===== src/hw/rtl/kpi_pkg.sv =====
// Shared types and constants for the k-tuple position index.
// No dependencies; imported by every module of the block.
package kpi_pkg;

    localparam int TABLE_DEPTH = 4096;
    localparam int ADDR_W      = $clog2(TABLE_DEPTH);
    localparam int POS_W       = 13;
    localparam int MAX_LEN     = 4096;
    localparam int MAX_KTUP    = 7;
    localparam int RES_W       = 6;
    localparam int K_W         = 3;
    localparam int RADIX_W     = RES_W + 1;
    localparam int QUERY_W     = 12;
    localparam int CFG_IDX_W   = 1;
    localparam int CFG_DATA_W  = 6;
    localparam int QUEUE_DEPTH = 4;
    localparam int QPTR_W      = $clog2(QUEUE_DEPTH);

    localparam logic [1:0] OP_PUSH  = 2'd0;
    localparam logic [1:0] OP_START = 2'd1;
    localparam logic [1:0] OP_READ  = 2'd2;

    localparam logic [CFG_IDX_W-1:0] REG_ALPHABET_MAX  = 1'd0;
    localparam logic [CFG_IDX_W-1:0] REG_WINDOW_LENGTH = 1'd1;

    typedef struct packed {
        logic [1:0]         op;
        logic signed [7:0]  residue;
        logic [QUERY_W-1:0] code_query;
    } t_in_item;

    typedef struct packed {
        logic             window_valid;
        logic [POS_W-1:0] window_start;
        logic [POS_W-1:0] prev_pos;
        logic [POS_W-1:0] head_pos;
    } t_out_item;

    typedef enum logic [1:0] {
        K_ZERO   = 2'd0,
        K_READ   = 2'd1,
        K_CLEAR  = 2'd2,
        K_WINDOW = 2'd3
    } t_kind;

    typedef struct packed {
        t_kind                             kind;
        logic [POS_W-1:0]                  start;
        logic [QUERY_W-1:0]                query;
        logic [K_W-1:0]                    k;
        logic [RADIX_W-1:0]                radix;
        logic [MAX_KTUP-1:0][RES_W-1:0]    res;
    } t_cmd;

    typedef struct packed {
        logic init_busy;
    } t_back_stat;

endpackage


===== src/hw/rtl/kpi_queue.sv =====
// Short command queue between front end and back end.
// Depends on kpi_pkg for the command type.
module kpi_queue (
    input  logic          i_clk,
    input  logic          i_rst_n,
    input  logic          i_push,
    input  kpi_pkg::t_cmd i_cmd,
    output logic          o_full,
    input  logic          i_pop,
    output kpi_pkg::t_cmd o_cmd,
    output logic          o_empty
);
    import kpi_pkg::*;

    t_cmd              r_mem [QUEUE_DEPTH];
    logic [QPTR_W-1:0] r_wr, r_rd;
    logic [QPTR_W:0]   r_cnt;

    assign o_full  = (r_cnt == (QPTR_W+1)'(QUEUE_DEPTH));
    assign o_empty = (r_cnt == '0);
    assign o_cmd   = r_mem[r_rd];

    always_ff @(posedge i_clk) begin
        if (i_push) begin
            r_mem[r_wr] <= i_cmd;
        end
    end

    always_ff @(posedge i_clk) begin
        if (!i_rst_n) begin
            r_wr  <= '0;
            r_rd  <= '0;
            r_cnt <= '0;
        end else begin
            if (i_push) r_wr <= r_wr + QPTR_W'(1);
            if (i_pop)  r_rd <= r_rd + QPTR_W'(1);
            case ({i_push, i_pop})
                2'b10:   r_cnt <= r_cnt + (QPTR_W+1)'(1);
                2'b01:   r_cnt <= r_cnt - (QPTR_W+1)'(1);
                default: r_cnt <= r_cnt;
            endcase
        end
    end

endmodule


===== config.mk =====
export PLATFORM = sky130hd
export DESIGN_NAME = kpi_queue
export DESIGN_NICKNAME = d
export VERILOG_FILES = /design/src/hw/rtl/kpi_pkg.sv /design/src/hw/rtl/kpi_queue.sv
export SDC_FILE = /design/constraint.sdc
export NUM_CORES = 1
export LEC_CHECK = 0
export ABC_AREA = 1
export ABC_CLOCK_PERIOD_IN_PS = 7900
export BUFFER_PORTS_ARGS = -buffer_cell sky130_fd_sc_hd__buf_4
export CAP_MARGIN = 5
export CORE_AREA = 2 2 178 180
export DETAILED_ROUTE_END_ITERATION = 8
export DIE_AREA = 0 0 180 182
export PLACE_DENSITY = 0.65
export SLEW_MARGIN = 20
export SYNTH_ARGS = -nofsm -noshare
export SYNTH_HDL_FRONTEND = slang
export SYNTH_SLANG_ARGS = --single-unit

===== constraint.sdc =====
create_clock -name i_clk -period 7.9 [get_ports i_clk]
set_input_delay 1.58 -clock i_clk [delete_from_list [all_inputs] [get_ports i_clk]]
set_output_delay 1.58 -clock i_clk [all_outputs]
set_load 0.02 [all_outputs]

# Word-level counts from Yosys, hierarchy flattened
# Memory sizes are Yosys's and may differ from the RTL's. A register that Yosys moved wholly into a read port is not among the register bits.
# Index checks and enable logic that the tools add are counted.
# W data, S select, Z words.
[word_totals]
out_inout_bits = 81
inputBits = 83
ff_bits = 7
wordCells = 18
n_memories = 1
ram_bits = 316
[op_classes]
n_eq_ne = 3
reduce_logical = 2
addsub = 4
n_mux = 5
[memory_table]
columns = ["name", "depth", "width", "rd", "rd_clocked_by_memory_dff", "write_ports", "line_no", "rtl"]
rows = [
  ["r_mem", 4, 79, 1, 1, 1, "kpi_queue.sv:15", "t_cmd r_mem [QUEUE_DEPTH];"],
]
[op_table]
columns = ["cell", "count"]
rows = [
  ["$pmux W3 S2", 1],
  ["$add A2 B1 Y2 const B", 2],
  ["$mux W2", 2],
  ["$add A3 B1 Y3 const B", 1],
  ["$eq A3 B3 Y1 const B", 1],
  ["$logic_not A3 Y1", 1],
  ["$sub A3 B1 Y3 const B", 1],
  ["$eq A2 B1 Y1 const B", 1],
  ["$eq A2 B2 Y1 const B", 1],
  ["$mux W1", 2],
  ["$reduce_bool A2 Y1", 1],
]

# Longest topological paths before layout
[logic_depth]
word_depth = 3
mapped_depth = 10
mapped_depth_nobuf = 10

# Worst setup path after synthesis
# OpenSTA, ideal clock, no wires.
[synth_path]
kind = "input to register"
startpoint = "input i_push"
endpoint = "memory r_mem[0][0] (netlist name), enable pin"
cell_stages = 2
setup_ns = 0.433
slack_ns = 4.323
path_buffers = 0
arrival_time_ns = 3.145
required_ns = 7.467
cell_sequence = "nand2_1 inv_1"
[synth_via]
elab_chain_len = 2
[synth_rtl]
columns = ["item", "line_no", "rtl"]
rows = [
  ["start, declared", "kpi_queue.sv:6", "input logic i_push,"],
  ["$mux W1", "kpi_queue.sv:24", "if (i_push) begin"],
  ["$mux W1 (implied by the code)", "kpi_queue.sv:25", "r_mem[r_wr] <= i_cmd;"],
  ["end, declared", "kpi_queue.sv:15", ""],
]
# No other way between the ends.

==> flow_metrics.env <==
export IMPL_syn_instance_count=820
export IMPL_via_count=7205
export IMPL_dp_hpwl_um=14100
export IMPL_wirelength_um=25600
export IMPL_hold_slack_ns=0.430
export IMPL_insertion_delay_ns=0.50
export IMPL_finalSetupViolCount=0
export IMPL_syn_area_um2=12100
export IMPL_ios=164
export IMPL_fillers=2656
export IMPL_synth_xor_area_share_pct=0
export IMPL_use_met3_pct=3.91
export IMPL_crit_fanout=82
export IMPL_met2_usage_pct=25.0
export IMPL_post_cts_repair_setup_buffers=0
export IMPL_synth_compound_area_share_pct=11.0
export IMPL_max_slew_worst_pin_slew_ns=0.936
export IMPL_detail_route_antenna_nets=0
export IMPL_worstSetupPathType="reg2out"
export IMPL_antenna_found_initial=0
export IMPL_hold_buffers=0
export IMPL_tritoncts="done"
export IMPL_critical_path_max_stage_delay_ns=0.77
export IMPL_grt_max_degree=95
export IMPL_core_um2=31000
export IMPL_dpl_cell_area_um2=13600
export IMPL_critPathBufInv=3
export IMPL_worstSetupEndpointType="primary output"
export IMPL_root_buffer="clkbuf_16"
export IMPL_ctsLongestPathBuffers=3
export IMPL_dieHeight_um=182
export IMPL_track_usage_pct=15.4
export IMPL_muxShareOfSynthArea_pct=0
export IMPL_grt_pass1_wl_um=39800
export IMPL_swShare_pct=23.0
export IMPL_start_util_pct=39.2
export IMPL_ys_seq_area_share_pct=79.7
export IMPL_pwr_share_clk_pct=38.6
export IMPL_path_clk_slew_ns=0.06
export IMPL_grt_busiest_layer="met2"
export IMPL_synthAdderAreaFrac_pct=0.681
export IMPL_intPower_w=0.00302
export IMPL_status="finished clean"
export IMPL_clock_sinks=325
export IMPL_max_freq_ghz=0.211
export IMPL_die_w_um=180
export IMPL_power_w=0.00392
export IMPL_grtUsageMet1_pct=20.9
export IMPL_synth_area_leaders="edfxtp_1, o21ai_0, nor2_1"
export IMPL_min_path_type="reg2reg"
export IMPL_grt_overflow_total=0
export IMPL_maxCapViolCount=0
export IMPL_layout_min_cycle_time_ns=4.75
export IMPL_final_nets=1067
export IMPL_drc=0
export IMPL_antenna_cells=0
export IMPL_wl_per_cell_um=18.3
export IMPL_slew_headroom_pct=37.6
export IMPL_crit_family="buffers and inverters"
export IMPL_cts_resized=0
export IMPL_grt_pass1_vias=7203
export IMPL_cpMostUsedCell="buf_4"
export IMPL_skew_ns=0.0133
export IMPL_synth_top_family_by_area="compound AO/OA/AOI/OAI gates"
export IMPL_yosysWarningCount=0
export IMPL_portBuffers=163
export IMPL_crit_required_ns=6.32
export IMPL_drv_slew=0
export IMPL_yosys_area_top_type_share_pct=78.2
export IMPL_ir_drop_mv=0.204
export IMPL_cts_max_level=2
export IMPL_drive_gt1_share_pct=22.2
export IMPL_die_area_um2=32800
export IMPL_syn_avg_cell_area_um2=14.8
export IMPL_first_iter_violations=492
export IMPL_first_pass_iters=5
export IMPL_worst_setup_path_start_kind="flop"
export IMPL_synth_nets=909
export IMPL_power_per_cell_area_nw_per_um2=267
export IMPL_finalHoldViolCount=0
export IMPL_num_rows=65
export IMPL_synth_simple_gate_area_share_pct=5.44
export IMPL_setup_tns_final_ns=0
export IMPL_critPathSlowestCell="buf_4"
export IMPL_synth_distinct_cells=21
export IMPL_period_share_pct=60.1
export IMPL_p_comb_share_pct=10.6
export IMPL_leakage_nw=5.10
export IMPL_ys_ff_latch=325
export IMPL_crit_chain="inv_4 -> buf_4 -> o21ai_0 -> o22ai_1 -> buf_4"
export IMPL_rsz0062_at_grt="false"
export IMPL_p_sw_w=0.000901
export IMPL_numCtsBuffers=35
export IMPL_gp_congestion=0.694
export IMPL_arrival_ns=3.17
export IMPL_p_seq_share_pct=50.8
export IMPL_synth_area_leader_cell="edfxtp_1"
export IMPL_design_area_um2=14700
export IMPL_vias_per_cell=5.14
export IMPL_area_growth_pct=21.0
[synth_stat cells]
library cell	number
edfxtp_1	316
nor2_1	161
o21ai_0	123
o22ai_1	79
o21ai_1	41
clkbuf_1	20
inv_1	15
buf_6	13
buf_2	12
dfxtp_1	9
nand2_1	9
a21oi_1	5
ha_1	5
buf_4	3
clkbuf_2	2
nor3_1	2
fa_1	1
inv_2	1
inv_4	1
nand3_1	1
nand4_1	1
[area by class of cell]
cell class                 instances  area (um^2)  share of cell area [%]
sequential                       325         9670                    65.9
timing repair buffer             171         1280                    8.74
inverter                          17         76.3                   0.520
clock buffer                      51          988                    6.73
clock inverter                     9         73.8                   0.503
multi-input combinational        428         2080                    14.2
tap                              402          503                    3.43
[path summary, 6_finish.rpt]
check,slack (ns),cells past startpoint,from,end
hold / removal,0.43,1,r_rd[1]$_SDFFE_PN0P_,flop
hold reg to reg,0.43,1,r_rd[1]$_SDFFE_PN0P_,flop
setup reg to reg,5.73,5,r_wr[0]$_SDFFE_PN0P_,r_mem[0][60]$_DFFE_PP_
setup / recovery,3.15,5,flop,o_cmd[20]
[power by group through the flow]
stage / combinational, W / clock [W] / sequential (W)
3_5_place_dp: 0.000421 / 0 / 0.00203
6_report: 0.000415 / 0.00151 / 0.00199
5_1_grt: 0.000453 / 0.00162 / 0.00200
2_1_floorplan: 0.000237 / 0 / 0.00202
4_1_cts: 0.000422 / 0.00155 / 0.00199
3_3_place_gp: 0.000415 / 0 / 0.00203
[layer usage]
layer	share of wire [%]	routed length, um	vias to the layer above
li1	-	-	3410
met1	43	11100	3534
met2	48	12200	224
met3	7.3	1880	37
met4	1.6	399	0
met5	0	0	-
[worst reg2reg max path: cells and delay by family (launching register included)]
family	cells	cell delay, ns
buffers and inverters	3	1.20
adder cells (fa/ha/maj)	1	0.16
AND/OR/NAND/NOR	1	0.08
flip-flops	1	0.33
[stage by stage]
| stage | setup WS, ns | instances | utilization, % |
|---|---|---|---|
| after CTS | 3.08 | 1403 | 47.4 |
| after global placement | 3.64 | 1343 | 44.0 |
| final | 3.15 | 1403 | 47.4 |
| after detailed placement | 3.61 | 1343 | 44.0 |
| after floorplan | 4.32 | 820 | - |
| after global routing | 2.89 | 1403 | 47.4 |
[cells by family after synthesis]
kind of cell    Yosys count
compound gates          248
fa+ha+maj                 6
flops                   325
buf+inv                  67
simple gates            174
[placed cells by master (no fill, tap or decap), drive strengths merged]
master    n
ha        5
nand4     1
fa        1
a21oi     5
o21ai   164
nor2    161
dfxtp     9
nand3     1
o22ai    79
clkinv    7
nand2     9
edfxtp  316
nor3      2
buf     171
inv      18
bufinv    1
clkbuf   51
[state kept, by name, indices dropped and copies added, names as in the netlist, named ones only]
signal / count
r_mem: 316
r_cnt: 3
r_rd: 2
r_wr: 2
(Power assumes the default switching activity.)
