File: config.mk
export PLATFORM = sky130hd
export DESIGN_NAME = kpi_front
export DESIGN_NICKNAME = d
export VERILOG_FILES = /design/src/hw/rtl/kpi_pkg.sv /design/src/hw/rtl/kpi_front.sv
export SDC_FILE = /design/constraint.sdc
export NUM_CORES = 1
export LEC_CHECK = 0
export ABC_CLOCK_PERIOD_IN_PS = 2950
export BUFFER_PORTS_ARGS = -buffer_cell sky130_fd_sc_hd__buf_2
export CAP_MARGIN = 15
export CORE_AREA = 2 2 91 93
export CTS_CLUSTER_DIAMETER = 50
export DETAILED_ROUTE_END_ITERATION = 16
export DIE_AREA = 0 0 93 95
export PLACE_DENSITY = 0.83
export SLEW_MARGIN = 40
export SYNTH_ARGS = -nofsm -noshare
export SYNTH_HDL_FRONTEND = slang
export SYNTH_SLANG_ARGS = --single-unit
File: constraint.sdc
create_clock -name i_clk -period 2.95 [get_ports i_clk]
set_clock_uncertainty 0.15 [all_clocks]
set_input_delay 0.1475 -clock i_clk [delete_from_list [all_inputs] [get_ports i_clk]]
set_output_delay 0.1475 -clock i_clk [all_outputs]
set_load 0.01 [all_outputs]
File: src/hw/rtl/kpi_pkg.sv
// Shared types and constants for the k-tuple position index.
// No dependencies; imported by every module of the block.
package kpi_pkg;

    localparam int TABLE_DEPTH = 4096;
    localparam int ADDR_W      = $clog2(TABLE_DEPTH);
    localparam int POS_W       = 13;
    localparam int MAX_LEN     = 4096;
    localparam int MAX_KTUP    = 7;
    localparam int RES_W       = 6;
    localparam int K_W         = 3;
    localparam int RADIX_W     = RES_W + 1;
    localparam int QUERY_W     = 12;
    localparam int CFG_IDX_W   = 1;
    localparam int CFG_DATA_W  = 6;
    localparam int QUEUE_DEPTH = 4;
    localparam int QPTR_W      = $clog2(QUEUE_DEPTH);

    localparam logic [1:0] OP_PUSH  = 2'd0;
    localparam logic [1:0] OP_START = 2'd1;
    localparam logic [1:0] OP_READ  = 2'd2;

    localparam logic [CFG_IDX_W-1:0] REG_ALPHABET_MAX  = 1'd0;
    localparam logic [CFG_IDX_W-1:0] REG_WINDOW_LENGTH = 1'd1;

    typedef struct packed {
        logic [1:0]         op;
        logic signed [7:0]  residue;
        logic [QUERY_W-1:0] code_query;
    } t_in_item;

    typedef struct packed {
        logic             window_valid;
        logic [POS_W-1:0] window_start;
        logic [POS_W-1:0] prev_pos;
        logic [POS_W-1:0] head_pos;
    } t_out_item;

    typedef enum logic [1:0] {
        K_ZERO   = 2'd0,
        K_READ   = 2'd1,
        K_CLEAR  = 2'd2,
        K_WINDOW = 2'd3
    } t_kind;

    typedef struct packed {
        t_kind                             kind;
        logic [POS_W-1:0]                  start;
        logic [QUERY_W-1:0]                query;
        logic [K_W-1:0]                    k;
        logic [RADIX_W-1:0]                radix;
        logic [MAX_KTUP-1:0][RES_W-1:0]    res;
    } t_cmd;

    typedef struct packed {
        logic init_busy;
    } t_back_stat;

endpackage

File: src/hw/rtl/kpi_front.sv
// Front end: accepts input transactions, tracks position and window, and
// classifies each one into a queue command. Depends on kpi_pkg.
module kpi_front (
    input  logic                      i_clk,
    input  logic                      i_rst_n,
    input  logic                      i_in_valid,
    output logic                      o_in_ready,
    input  kpi_pkg::t_in_item         i_in_item,
    input  logic [kpi_pkg::RES_W-1:0] i_alphabet_max,
    input  logic [kpi_pkg::K_W-1:0]   i_window_length,
    input  logic                      i_queue_full,
    input  kpi_pkg::t_back_stat       i_back_stat,
    output logic                      o_push,
    output kpi_pkg::t_cmd             o_cmd
);
    import kpi_pkg::*;

    logic [POS_W-1:0]               r_pos, n_pos;
    logic [K_W-1:0]                 r_run, n_run;
    logic [MAX_KTUP-1:0][RES_W-1:0] r_res, n_res;
    logic [K_W-1:0]                 eff_k;
    logic                           res_ok;
    logic                           accept;
    logic [POS_W-1:0]               pos_inc;

    assign o_in_ready = !i_queue_full && !i_back_stat.init_busy;
    assign accept     = i_in_valid && o_in_ready;
    assign o_push     = accept;

    assign eff_k   = (i_window_length == '0) ? K_W'(1) :
                     ((32'(i_window_length) > MAX_KTUP) ? K_W'(MAX_KTUP) : i_window_length);
    assign res_ok  = !i_in_item.residue[7] && !i_in_item.residue[6] &&
                     (i_in_item.residue[5:0] <= i_alphabet_max);
    assign pos_inc = r_pos + POS_W'(1);

    always_comb begin
        n_pos = r_pos;
        n_run = r_run;
        n_res = r_res;
        o_cmd = '0;
        o_cmd.kind  = K_ZERO;
        o_cmd.k     = eff_k;
        o_cmd.radix = RADIX_W'(i_alphabet_max) + RADIX_W'(1);
        o_cmd.query = i_in_item.code_query;
        case (i_in_item.op)
            OP_START: begin
                n_pos = '0;
                n_run = '0;
                n_res = '0;
                o_cmd.kind = K_CLEAR;
            end
            OP_READ: begin
                o_cmd.kind = K_READ;
            end
            OP_PUSH: begin
                if (r_pos < POS_W'(MAX_LEN)) begin
                    n_pos = pos_inc;
                    if (!res_ok) begin
                        n_run = '0;
                    end else begin
                        n_res[0] = i_in_item.residue[RES_W-1:0];
                        for (int i = 1; i < MAX_KTUP; i++) begin
                            n_res[i] = r_res[i-1];
                        end
                        if (32'(r_run) < MAX_KTUP) begin
                            n_run = r_run + K_W'(1);
                        end
                        if (n_run >= eff_k) begin
                            o_cmd.kind  = K_WINDOW;
                            o_cmd.res   = n_res;
                            o_cmd.start = pos_inc - POS_W'(eff_k) + POS_W'(1);
                        end
                    end
                end
            end
            default: begin
                o_cmd.kind = K_ZERO;
            end
        endcase
    end

    always_ff @(posedge i_clk) begin
        if (!i_rst_n) begin
            r_pos <= '0;
            r_run <= '0;
            r_res <= '0;
        end else if (accept) begin
            r_pos <= n_pos;
            r_run <= n_run;
            r_res <= n_res;
        end
    end

endmodule

After elaboration in Yosys (flattened, before gate mapping). Cells that the tools add are included.

Flip-flop bits (word level): 52. Bits in latches: 0. Memory bits (writable): 0. ROM bits: 0. Output and inout port bits: 81. Word-level logic and storage cells: 56. Memories kept: 0.

Add/subtract/negate cells: 5. Multipliers: 0. Divide/modulo/power cells: 0. Order comparisons: 4. Equal/unequal tests: 4. Shifts and indexed selects: 0. Muxes and demuxes: 22. Bitwise operators: 0. Reduce and logical (&&, ||, !) cells: 13.

Operator list (count): $mux 42 (4); $mux 36 (2); $pmux 36 s2 (1); $mux 15 (3); $add 13x1->13 const B (2); $mux 13 (2); $pmux 13 s2 (1); $mux 3 (7); $lt 13x13->1 const B (1); $sub 13x3->13 (1); $add 6x1->7 const B (1); $le 6x6->1 (1); $pmux 2 s3 (1); $pmux 3 s2 (1); $logic_and 1x1->1 (4); $logic_not 1->1 (4); $ne 2x2->1 const B (2); $reduce_and 4->1 (1); $add 3x1->3 const B (1); $ge 3x3->1 (1); $logic_not 3->1 (1); $lt 3x3->1 const B (1); $reduce_and 3->1 (1); $eq 2x1->1 const B (1); other kinds (3) (3).

Longest topological paths before layout.
Depth in word-level cells: 11. Depth in mapped cells: 13. Depth with buffers taken out: 13.

Worst setup path after synthesis. Ideal clock, no wire load.

Path kind: register -> output. From: register r_pos[0]. To: output o_cmd[76] in the netlist's numbering. Arrival: 2.891 ns. Required time: 2.653 ns. Slack: -0.239 ns. Cell stages (with the launch flop): 12. Path buffers: 0. Path through: dfxtp_1 ha_1 xor2_1 ha_1 ha_1 a21o_1 a21oi_1 nor2b_1 o31ai_1 a211oi_1 or3_1 a21oi_1.

RTL lines: start: declaration (line kpi_front.sv:18) `logic [POS_W-1:0] r_pos, n_pos;`; start signal: assignment (line kpi_front.sv:88) `r_pos <= n_pos;`; end: declaration (line kpi_front.sv:14) `output kpi_pkg::t_cmd o_cmd`.

==> results.md <==
* Nature of the critical path endpoint: primary output
* CTS max path bufs at 2
* IO buf count at roughly 90
* Tot Pwr at ~0.0013 W
* EDFF count, synth at 0
* Die area at 0.00884 mm²
* Mux contribution to synthesized area at 0.582%
* # clock sinks at 52
* RSZ-0062 raised after global routing: yes
* Failing checks: negative setup slack
* Worst setup margin at -353 ps
* Final setup fails at 7
* Share of layout cells above drive strength 1 at a little over a third
* Yosys warns at 0
* Routed WL per cell at around 15 µm
* Count leader, synth: dfxtp_1
* Top sig layer: met4
* Mapped cell area at roughly 0.0034 mm²
* Routed met1 length at roughly 4.1 mm
* Leading area contributor after synthesis: dfxtp_1
* CTS Root Cell: clkbuf_8
* Post-synthesis sequential area ratio at 30.3%
* Worst Hold Class: input pin to register
* Ys async rst share at 0%
* Placer Congestion at 0.886
* CP max FO at 2
* Die X at about 93 µm
* Vias in the first global route at roughly 3.3k
* Slowest cell delay on critical path at roughly 370 ps
* Slew headroom at 66.0%
* Drt via density at about 5.5
* Yosys top cell area share at between 30% and 40%
* Syn Inst Count at between 400 and 500
* Nets at slightly below 600
* Ranking of synthesized cells by area: dfxtp_1 30%, a22o_1 9.2%, ha_1 9.1%
* Post-layout min period at between 3000 and 4000 ps
* Post-synthesis xor/xnor area fraction at around 5.9%
* Largest net degree at the start of global routing at 37
* Largest family of logic cells by synthesized area: simple AND/OR/NAND/NOR gates
* Top FF cell, synth: dfxtp_1
* FF+latch area at between 0.001 and 0.0015 mm²
* Status: finished with violations
* CTS tree: built
* Final instance area at roughly 0.0045 mm²
* Final WL at 9.50 mm
* Global-route wire length before repair at between 15 and 20 mm
* PwrDens at approximately 290 mW/mm²
* Critical Path RT at between 2000 and 3000 ps
* Routed Antenna Nets at 0
* Fmax at just over 300 MHz
* Overall routing resource usage at between 20 and 25%
* Post-DP HPWL at approximately 6.6 mm
* Slew @ Worst Pin at 507 ps
* Number of hold violations in the final report at 0
* Initial core utilization at a little over two fifths
* Row count at 33
* Period utilization at 112%
* Vias at 3437
* Worst Setup Start Kind: register
* Overflow left after global routing at 0
* I/O pins at approximately 120
* Layout Utilization at between 50 and 60%
* Crit path max-delay family: compound AO/OA/AOI/OAI gates
* Most frequent cells after synthesis: 52 x dfxtp_1, 48 x and3_1, 36 x a22o_1, 27 x nor2_1, 26 x inv_1
* DRC violations left at 0
* H-tree levels at 2
* Met2 Wirelength at approximately 4.7 mm
* Hold WS at 64.4 ps
* Syn_nets at between 400 and 500
* CP max stage cell: or3_1
* Synth unique cells at 50
* Filler instances at between 700 and 800
* 1st-pass router iterations at 4
* Met3 routed WL at 616 µm
* First-iteration detailed-routing DRC count at between 150 and 200
* CORE AREA at slightly below 0.008 mm²
* Antenna violations before repair at 0
* Multi-input logic area at about 0.0023 mm²
* CP Class: register to primary output
* Area growth syn-to-layout at 31.7%
* Worst-Skew Late Latency at 300 ps
* CP bufs+invs at 1
* Worst Path Arrival at 3010 ps
* Clock transition at path regs at about 90 ps
* Cell chain of the critical path: ha_4 > xor2_2 > ha_4 > ha_1 > a21o_1 > a21oi_2 > nor2b_1 > o31ai_2 > a211oi_2 > or3_1 > a21oi_2 > buf_2
* TritonCTS buffer count at 5
* Antenna diode count at 0
* Number of synthesized register bits at between 50 and 60
* Synth Area in Adders at roughly a tenth
* Compound-gate portion of the synthesized area at a little over a fifth
* Pleak at roughly 2.4 nW
* Total of max-cap violations at 0
* Synth Area in Simple Gates at 23.4%
* VDD IR max at around 200 µV
* Final Max Tran Viols at 0
* Post-DP Area at approximately 0.004 mm²
* Syn_area_per_cell at just over 8 µm²
* DIE HEIGHT at 95 µm
[cell type report]
| type | count | share of cell area, % |
|---|---|---|
| Multi-Input combinational cell | 298 | 51.3 |
| Timing Repair Buffer | 136 | 18.5 |
| Clock buffer | 6 | 1.60 |
| Sequential cell | 52 | 23.2 |
| Clock inverter | 2 | 0.359 |
| Tap cell | 105 | 2.90 |
| Inverter | 26 | 2.16 |
[worst reg2reg max path, delay by kind of cell (launching register included)]
family	cells	cell delay (ps)
AO/OA/AOI/OAI	2	210
AND/OR/NAND/NOR	5	960
buffers and inverters	1	160
flip-flops	1	370
[state kept, by name (all words and copies together), names as in the netlist]
register and flops:
r_pos 13, r_res 36, r_run 3
[stage by stage]
step                worst slack [ps]  cells  TNS (ps)
global route                    -496    625     -2840
floorplan                       24.7    414         0
finish                          -353    625     -1650
CTS                             -325    618     -1170
detailed placement              -122    597      -145
global placement               -72.9    597     -72.9
[timing repair]
item	4_1_cts	5_1_grt
pin swaps	10	12
hold buffers	6	0
resized for setup	27	21
hold endpoints to repair	6	0
setup buffers	8	7
gates cloned	0	0
setup endpoints to repair	42	57
[power by group]
group          internal [W]  switching [W]
Sequential         0.000701    0.000000430
Clock              0.000169       0.000233
Combinational     0.0000901       0.000110
[worst paths after layout]
| check | from | end | slack [ps] | cells past startpoint |
|---|---|---|---|---|
| setup / recovery | r_pos[1]$_SDFFE_PN0P_ | o_cmd[76] | -350 | 12 |
| hold / removal | i_rst_n | r_pos[3]$_SDFFE_PN0P_ | 60 | 2 |
| setup reg to reg | r_pos[5]$_SDFFE_PN0P_ | r_pos[11]$_SDFFE_PN0P_ | 1020 | 8 |
| hold reg to reg | r_res[33]$_SDFFE_PN0P_ | r_res[33]$_SDFFE_PN0P_ | 330 | 1 |
[metal layers]
layer,vias to the layer above,global-route usage (%)
met3,14,4.31
li1,1667,-
met1,1635,26.5
met2,121,37.5
met5,-,0
met4,0,6.74
[cell families after synthesis]
family,Yosys count
muxes,2
buffers and inverters,64
adders and majority gates,26
AOI/OAI and AO/OA,100
xor gates and xnor gates,23
DFF,52
and+or+nand+nor,147
[cell usage in the layout, fill, tap and decap left out, types with 2 or more instances in the layout]
master,instances
ha_1,21
dlygate4sd3_1,6
o21ai_0,8
buf_6,3
a21oi_1,10
and2_1,5
and3_1,48
buf_4,33
nand2_1,20
buf_2,92
a22o_1,36
dfxtp_1,46
nor4_1,2
nand2b_1,5
nor2_1,26
clkbuf_8,5
nand3_1,7
a21o_1,7
a21oi_2,7
nand4_1,2
xor2_2,3
ha_4,3
a31oi_1,3
nor2b_1,12
a221oi_1,2
xnor2_1,13
dfxtp_2,5
xor2_1,4
nor3_1,5
a21boi_1,2
inv_1,26
a22oi_1,7
o21ai_1,2
xnor2_2,3
o21a_1,2
Note: power is estimated with default switching activity, not from simulation.
